<file path="config.mk">
export PLATFORM = sky130hd
export DESIGN_NAME = gbs_cell
export DESIGN_NICKNAME = d
export VERILOG_FILES = /design/src/rtl/gbs_pkg.sv /design/src/rtl/gbs_cell.sv
export SDC_FILE = /design/constraint.sdc
export NUM_CORES = 1
export LEC_CHECK = 0
export BUFFER_PORTS_ARGS = -buffer_cell sky130_fd_sc_hd__buf_2
export CAP_MARGIN = 0
export CORE_MARGIN = 10
export CORE_UTILIZATION = 37
export CTS_CLUSTER_SIZE = 40
export DETAILED_ROUTE_END_ITERATION = 12
export PLACE_DENSITY = 0.83
export SLEW_MARGIN = 5
export SYNTH_ARGS = -nofsm -noshare
export SYNTH_HDL_FRONTEND = slang
export SYNTH_SLANG_ARGS = --single-unit
</file>
<file path="constraint.sdc">
create_clock -name clk -period 0.8 [get_ports clk]
set_clock_uncertainty 0.15 [all_clocks]
set_input_delay 0.24 -clock clk [delete_from_list [all_inputs] [get_ports clk]]
set_output_delay 0.24 -clock clk [all_outputs]
set_load 0.02 [all_outputs]
</file>
<file path="src/rtl/gbs_pkg.sv">
// ----------------------------------------------------------------------------
// gbs_pkg
// Shared constants and types for the greedy box suppression block.
// ----------------------------------------------------------------------------
package gbs_pkg;

  localparam int MAX_KEPT = 256;
  localparam int CNT_W    = $clog2(MAX_KEPT + 1);
  localparam int STEP_W   = $clog2(MAX_KEPT);

  localparam int IN_W       = 72;
  localparam int OUT_W      = 24;
  localparam int CFG_IDX_W  = 2;
  localparam int CFG_DATA_W = 16;

  localparam logic [CFG_IDX_W-1:0] REG_OVERLAP_THRESHOLD = 2'd0;
  localparam logic [CFG_IDX_W-1:0] REG_CLASS_AGNOSTIC    = 2'd1;

  localparam logic [15:0] THRESHOLD_RESET = 16'd29491;

  typedef struct packed {
    logic [15:0] left;
    logic [15:0] top;
    logic [15:0] width;
    logic [15:0] height;
    logic [31:0] area;
    logic [7:0]  label;
  } kept_t;

  typedef struct packed {
    logic busy;
    logic hit;
  } iou_stat_t;

endpackage

</file>
<file path="src/rtl/gbs_cell.sv">
// ----------------------------------------------------------------------------
// gbs_cell
// One cell of the kept-box chain; takes its neighbor's box on every shift.
// ----------------------------------------------------------------------------
module gbs_cell (
  input  logic          clk,
  input  logic          shift,
  input  gbs_pkg::kept_t d,
  output gbs_pkg::kept_t q
);
  import gbs_pkg::*;

  always_ff @(posedge clk) begin
    if (shift) begin
      q <= d;
    end
  end

endmodule

</file>
==> flow_summary.toml <==
[status]
status = "finished, violations left"
violations = "hold timing, setup timing"

[routing]
routedWlPerCell_um = 19.5
vias_per_cell = 4.30
drtAntennaViolNets = 0
drc = 0
firstDrtPassIters = 4
vias = 1876
drt_iter0_drc = 87
drt-total-wl_um = 8490

[global_route]
grt_pass1_wl_um = 12100
grt_pass1_vias = 2191
grtUsageMet2_pct = 23.8
use_met3_pct = 6.76
grt.busiest_layer = "met2"
antenna_found_initial = 0
grt_max_degree = 52
grtUsageTotal_pct = 12.7
met1_usage_pct = 10.9
grt_overflow = 0

[logic_synthesis]
async_flop_share_pct = 0
netlist_instances = 104
ys_seq_elements = 104
synth_compound_gate_area_share_pct = 0
synth_fp_nets = 210
ys_top_cells_by_count = "edfxtp_1 (104)"
yosysMostFrequentCell = "edfxtp_1"
ys.flop_type = "edfxtp_1"
synthAdderAreaFrac_pct = 0
yosys_warnings = 0
synth-simple-area-share_pct = 0
synth.avg_cell_area_um2 = 30.0
synth_area_mm2 = 0.00312
synth_seq_area_share_pct = 100
synth_mux_area_share_pct = 0
synth_edf_count = 104
synth_top_area_cell = "edfxtp_1"
synth_top_area_share_pct = 100
ys_top_cells_by_area = "edfxtp_1 (100%)"
synthXorXnorAreaFrac_pct = 0
ys_types = 1

[cts]
cts.path.max_buffers = 2
clk_pin_slew_ns = 0.10
h-tree-depth = 3
cts_setup_buffers = 0
ctsRootBufferMaster = "clkbuf_8"
cts.sinks = 104
cts_made_buffers = 9
cts_tree = "done"

[cells_and_area]
multi_input_area_um2 = 0
fill_cells = 642
nets = 433
largest_reg_flops = 104
drive_gt1_share_pct = 68.3
nMultiInputCombCells = 0
syn_to_final_growth_pct = 61.5
final_util_pct = 61.4
antennaDiodeCount = 0
reg_top3 = "q (104)"
largest-register = "q"

[timing]
max_freq_mhz = 762
slew_headroom_pct = 81.8
setup_viol = 104
tns_ns = -48.99
fin_crit_ns = 1.31
holdWs_ns = -0.0910
finalHoldViolCount = 104
final.setup.worst_slack_ns = -0.513
rsz0062_at_grt = "true"
worstMarginPinSlew_ns = 0.274
maxSlewViolCount = 0
fin_crit_sh_pct = 164

[placement]
place_ws_ns = -0.336
io_buffers = 209
place.gp.congestion = 0.646

[flow_run]
cap_viol_max_count = 0

[pwr]
power.switching_uw = 2720
p_leak_uw = 0.00212
combPwrFrac_pct = 15.1
power.internal_uw = 8750
p_sw_share_pct = 23.7
p_per_area_mw_per_mm2 = 2270
p_total_uw = 11500
vdd_drop_max_v = 0.00129
clkPwrFrac_pct = 26.8
seqPwrFrac_pct = 58.0

[setup_path]
cp_max_fo = 1
slowest_delay_ns = 0.43
required_ns = 0.41
path_class = "reg2out"
critical-path-top-delay-family = "flip-flops"
path_cells = "buf_6"
cp_num_cells = 1
cp.arrival_ns = 0.92
critPathLaunchType = "register"
crit_slowest_cell = "edfxtp_1"
cp_num_buf_inv = 1
end_kind = "output port"

[floorplanning]
io_pins = 210
die_h_um = 112
fp.coreArea_mm2 = 0.00822
rows = 33
die_x_um = 112
die-area_mm2 = 0.0125
start_util_pct = 38.0

[min_path]
hp-class = "in2reg"
whs_path_depth = 1
-- cell families (layout without fill, tap and decap cells) --
logic type | after synthesis | count (layout)
flops | 104 | 104
buf+inv | 0 | 227
-- final cells by class --
cell class	count	area (um^2)	area share, %
clock buffers	10	128	2.53
repair buffers	212	1600	31.8
well taps	105	131	2.60
clock inverters	5	58.8	1.17
flip-flops and latches	104	3120	61.9
-- worst paths after layout --
| kind | from | endpoint | slack, ns |
|---|---|---|---|
| max | q[14] | q[14] | -0.51 |
| min | d[23] | q[23] | -0.09 |
-- power by group through the flow --
stage	combinational, uW	sequential, uW	clock, uW
after floorplan	0	7270	0
after global placement	1350	6660	0
after detailed placement	1400	6700	0
after CTS	1630	6630	3190
after global routing	1820	6700	3460
final	1740	6650	3080
-- per-stage QoR --
stage                     cells  cell area [um^2]
final                       436              5040
after global routing        436              5040
after CTS                   436              4860
after detailed placement    421              4350
after global placement      421              4350
after floorplan             104              3120
-- layer usage --
layer / wire length, um / share of wire (%)
met5: 0 / 0
met2: 4940 / 58
met1: 2670 / 31
met3: 698 / 8.2
met4: 184 / 2.2
-- cell usage in the layout, fill, tap and decap left out --
master	instances
buf_12	2
buf_2	127
buf_4	2
buf_6	81
bufinv_16	1
clkbuf_1	1
clkbuf_8	9
clkinv_2	1
clkinv_4	1
clkinvlp_4	2
edfxtp_1	104
-- what timing repair did --
item                       CTS  global route
hold endpoints to repair   104           104
setup endpoints to repair  104           104
gates resized for setup    102            60
(Power assumes the default switching activity.)
