`src/rtl/gbs_pkg.sv`:
```
// ----------------------------------------------------------------------------
// gbs_pkg
// Shared constants and types for the greedy box suppression block.
// ----------------------------------------------------------------------------
package gbs_pkg;

  localparam int MAX_KEPT = 256;
  localparam int CNT_W    = $clog2(MAX_KEPT + 1);
  localparam int STEP_W   = $clog2(MAX_KEPT);

  localparam int IN_W       = 72;
  localparam int OUT_W      = 24;
  localparam int CFG_IDX_W  = 2;
  localparam int CFG_DATA_W = 16;

  localparam logic [CFG_IDX_W-1:0] REG_OVERLAP_THRESHOLD = 2'd0;
  localparam logic [CFG_IDX_W-1:0] REG_CLASS_AGNOSTIC    = 2'd1;

  localparam logic [15:0] THRESHOLD_RESET = 16'd29491;

  typedef struct packed {
    logic [15:0] left;
    logic [15:0] top;
    logic [15:0] width;
    logic [15:0] height;
    logic [31:0] area;
    logic [7:0]  label;
  } kept_t;

  typedef struct packed {
    logic busy;
    logic hit;
  } iou_stat_t;

endpackage

```
`src/rtl/gbs_iou.sv`:
```
// ----------------------------------------------------------------------------
// gbs_iou
// Five-stage overlap test of the candidate against one kept box per cycle.
// ----------------------------------------------------------------------------
module gbs_iou (
  input  logic             clk,
  input  logic             rst,
  input  logic             tap_valid,
  input  gbs_pkg::kept_t   kept,
  input  gbs_pkg::kept_t   cand,
  input  logic [15:0]      threshold,
  input  logic             agnostic,
  output gbs_pkg::iou_stat_t stat
);
  import gbs_pkg::*;

  function automatic logic [15:0] overlap_len(input logic [15:0] a0, input logic [15:0] alen,
                                              input logic [15:0] b0, input logic [15:0] blen);
    logic [16:0] a1;
    logic [16:0] b1;
    logic [16:0] lo;
    logic [16:0] hi;
    a1 = {1'b0, a0} + {1'b0, alen};
    b1 = {1'b0, b0} + {1'b0, blen};
    lo = (a0 > b0) ? {1'b0, a0} : {1'b0, b0};
    hi = (a1 < b1) ? a1 : b1;
    return (hi > lo) ? 16'(hi - lo) : 16'd0;
  endfunction

  logic        v1, v2, v3, v4, v5;
  logic [15:0] iw1, ih1;
  logic [31:0] karea1;
  logic [31:0] inter2, inter3, inter4;
  logic [32:0] sum2;
  logic [32:0] uni3;
  logic [48:0] prod4;
  logic        hit5;

  always_ff @(posedge clk) begin
    if (rst) begin
      v1 <= 1'b0;
      v2 <= 1'b0;
      v3 <= 1'b0;
      v4 <= 1'b0;
      v5 <= 1'b0;
      hit5 <= 1'b0;
    end else begin
      v1 <= tap_valid && (agnostic || (kept.label == cand.label));
      v2 <= v1;
      v3 <= v2;
      v4 <= v3;
      v5 <= v4;
      hit5 <= v4 && ({1'b0, inter4, 16'd0} > prod4);
    end
  end

  always_ff @(posedge clk) begin
    iw1    <= overlap_len(cand.left, cand.width, kept.left, kept.width);
    ih1    <= overlap_len(cand.top, cand.height, kept.top, kept.height);
    karea1 <= kept.area;
    inter2 <= iw1 * ih1;
    sum2   <= {1'b0, cand.area} + {1'b0, karea1};
    inter3 <= inter2;
    uni3   <= sum2 - {1'b0, inter2};
    inter4 <= inter3;
    prod4  <= {33'd0, threshold} * {16'd0, uni3};
  end

  assign stat.busy = v1 | v2 | v3 | v4 | v5;
  assign stat.hit  = v5 & hit5;

endmodule

```
`config.mk`:
```
export PLATFORM = sky130hd
export DESIGN_NAME = gbs_iou
export DESIGN_NICKNAME = d
export VERILOG_FILES = /design/src/rtl/gbs_pkg.sv /design/src/rtl/gbs_iou.sv
export SDC_FILE = /design/constraint.sdc
export NUM_CORES = 2
export LEC_CHECK = 0
export ABC_AREA = 1
export BUFFER_PORTS_ARGS = -buffer_cell sky130_fd_sc_hd__buf_2
export CAP_MARGIN = 5
export CORE_UTILIZATION = 60
export CTS_BUF_LIST = sky130_fd_sc_hd__clkbuf_4 sky130_fd_sc_hd__clkbuf_8 sky130_fd_sc_hd__clkbuf_16
export DETAILED_ROUTE_END_ITERATION = 8
export PLACE_DENSITY = 0.78
export REMOVE_ABC_BUFFERS = 1
export SYNTH_ARGS = -nofsm -noshare
export SYNTH_HDL_FRONTEND = slang
export SYNTH_SLANG_ARGS = --single-unit
```
`constraint.sdc`:
```
create_clock -name clk -period 12 [get_ports clk]
set_clock_uncertainty 0.15 [all_clocks]
set_input_delay 0.6 -clock clk [delete_from_list [all_inputs] [get_ports clk]]
set_output_delay 0.6 -clock clk [all_outputs]
set_load 0.1 [all_outputs]
```
==> impl_metrics.env <==
export IMPL_setup_viol=0
export IMPL_syn_area_um2=46100
export IMPL_ys_types=43
export IMPL_dieArea_um2=78000
export IMPL_synth_async_reset_ratio=0
export IMPL_fin_crit_ns=6.72
export IMPL_drt_iter0_markers=2605
export IMPL_synthFlopType="dfxtp_1"
export IMPL_fp_dieW_um=279
export IMPL_clkLatencyLatePin_ns=0.55
export IMPL_rows=101
export IMPL_synth_top_cell_area_share=0.275
export IMPL_via_per_inst=5.26
export IMPL_cp_start_kind="flip-flop"
export IMPL_cts_made_buffers=36
export IMPL_cts_tree="built"
export IMPL_finalMaxSlewViolations=0
export IMPL_worstSetupPathType="flip-flop to flip-flop"
export IMPL_fin_tns_setup_ns=0
export IMPL_drc=0
export IMPL_grt_pass1_vias=41500
export IMPL_synth_seq_cells=281
export IMPL_post_place_ws_ns=5.22
export IMPL_holdCritPathClass="primary input to flip-flop"
export IMPL_post_cts_setup_buffers=0
export IMPL_final_cell_mix="nand2_1, inv_1, fa_1, ha_1, nor2_1"
export IMPL_status="finished, final reports clean"
export IMPL_synth_area_top_cells="fa_1, nand2_1, ha_1"
export IMPL_setup_ws_ns=5.28
export IMPL_gr_total_overflow=0
export IMPL_critical_path_required_ns=12.26
export IMPL_grt_pass1_wl_mm=209
export IMPL_first_pass_iters=6
export IMPL_htreeDepth=2
export IMPL_cts_sinks=281
export IMPL_cp_data_arrival_time_ns=6.98
export IMPL_yosysTopAreaCell="fa_1"
export IMPL_path_clk_slew_ns=0.07
export IMPL_setup_worst_path_end_class="flip-flop"
export IMPL_reg2reg_depth=19
export IMPL_ys_warn_count=0
export IMPL_tightest_slew_ns=1.09
export IMPL_max_slew_margin_rel=0.269
export IMPL_yosysSeqAreaShare=0.122
export IMPL_drt_total_wl_mm=127
export IMPL_syn_area_per_cell_um2=7.08
export IMPL_clock_fmax_mhz=149
export IMPL_die_h_um=279
export IMPL_rsz0062_at_grt="false"
export IMPL_max_cap_violations=0
export IMPL_netlist_instances=6513
export IMPL_hold_viol=0
export IMPL_antenna_found_initial=2
export IMPL_root_buffer="clkbuf_16"
export IMPL_cts_max_path_buffers=3
export IMPL_final_antenna_net_count=0
export IMPL_gp_congestion=1.01
export IMPL_cp_max_fo=16
export IMPL_initial_core_util=0.607
export IMPL_synthToLayoutAreaGrowth_pct=6.64
export IMPL_nets=7938
export IMPL_dp_hpwl_mm=107
export IMPL_hold_path_depth=1
export IMPL_timing_final_crit_share=0.560
export IMPL_routed_via_count=40200
export IMPL_grt_total_usage=0.336
export IMPL_io_pins=230
export IMPL_synth_edf_count=0
export IMPL_cts_resized=0
export IMPL_io_buffers=229
export IMPL_drive_above_1_share=0.0566
export IMPL_drt_wirelength_per_cell_um=16.6
export IMPL_grt_max_degree=34
export IMPL_core_um2=75900
export IMPL_mostFrequentLayoutCell="nand2_1"
[per-layer routing]
layer | GRT usage | vias up | share of wire
met1 | 0.411 | 19000 | 0.40
met2 | 0.591 | 1326 | 0.49
met3 | 0.0393 | 380 | 0.055
li1 | - | 19500 | -
met4 | 0.153 | 2 | 0.051
met5 | 0 | - | 0.000079
[cells by family (layout without fill, tap and decap cells)]
logic type               Yosys count  in the layout  share of synthesized area
AO/OA/AOI/OAI                    541            541                     0.0644
XOR/XNOR                         153            153                     0.0291
adder cells (fa/ha/maj)         1115           1115                      0.406
buffers and inverters           1813           1921                      0.149
flip-flops                       281            281                      0.122
other                              0              1                          0
AND/OR/NAND/NOR                 2610           2610                      0.230
[path summary, 6_finish.rpt]
path / start / slack [ns] / end
max: uni3[11] / 5.28 / prod4[32]
min: kept[23] / 0.03 / karea1[15]
max reg2reg: uni3[11] / 5.28 / prod4[32]
min reg2reg: inter3[24] / 0.16 / inter4[24]
[worst max-delay path, stage by stage, from the launching register on]
cell and delay (ns):
dfxtp_1 1.02, nand2_1 0.19, fa_1 0.57, fa_1 0.56, inv_1 0.05, fa_1 0.49, fa_1 0.51, fa_1 0.50
inv_1 0.06, fa_1 0.48, inv_1 0.04, ha_1 0.36, nand2_1 0.13, nor2_1 0.22, and3_1 0.27, nand2_1 0.07
nand2_1 0.21, nand2_1 0.08, nand3_1 0.17, xor2_1 0.40
[final cells by class]
type	count	area, um^2
timing repair buffer	254	1390
inverter	1603	6020
fill	6882	26800
clock buffer	40	950
sequential	281	5630
tap	1030	1290
multi-input combinational	4419	33600
clock inverter	24	297
antenna	1	2.50
[cells in the mapped netlist, types with 2 or more instances]
cell type  number
nand2_1      1889
inv_1        1596
fa_1          634
ha_1          481
nor2_1        313
dfxtp_1       281
a21oi_1       279
nand3_1       232
clkbuf_1      195
o21ai_0       147
xor2_1        113
nand4_1        51
xnor2_1        40
nor3_1         33
nand3b_1       28
a21oi_2        25
o21bai_1       23
nand2_2        20
a21o_1         19
o21ai_1        19
o21a_1         11
a31oi_1         8
a21boi_0        7
buf_2           7
inv_2           7
nor4_1          7
buf_6           6
or2_2           6
nand3_2         5
nor2_2          5
nand2_4         4
and2_1          3
and3_1          3
nor3_2          3
nor3b_1         3
nand2b_1        2
o211ai_1        2
[registers in the layout (all words and copies together), names as in the netlist]
name,cells
inter3,32
prod4,49
hit5,1
v4,1
v2,1
karea1,32
inter4,32
inter2,32
ih1,16
v5,1
v3,1
uni3,33
iw1,16
v1,1
sum2,33
[per-stage QoR]
step	instances	cell area (um^2)	utilization	hold WS [ns]
floorplan	6303	45300	-	0.160
global placement	7566	47700	0.628	0.161
detailed placement	7566	47700	0.628	0.162
CTS	7651	49200	0.647	0.00657
global route	7652	49200	0.647	0.00706
finish	7652	49200	0.647	0.0314
[timing repair]
item,4_1_cts,5_1_grt
hold buffers,21,0
endpoints found under the hold margin,21,0
endpoints found under the setup margin,0,0
Power is left out: the tool's default activity adds up to more than one toggle a clock period on the data nets, which glitch-free logic cannot reach.
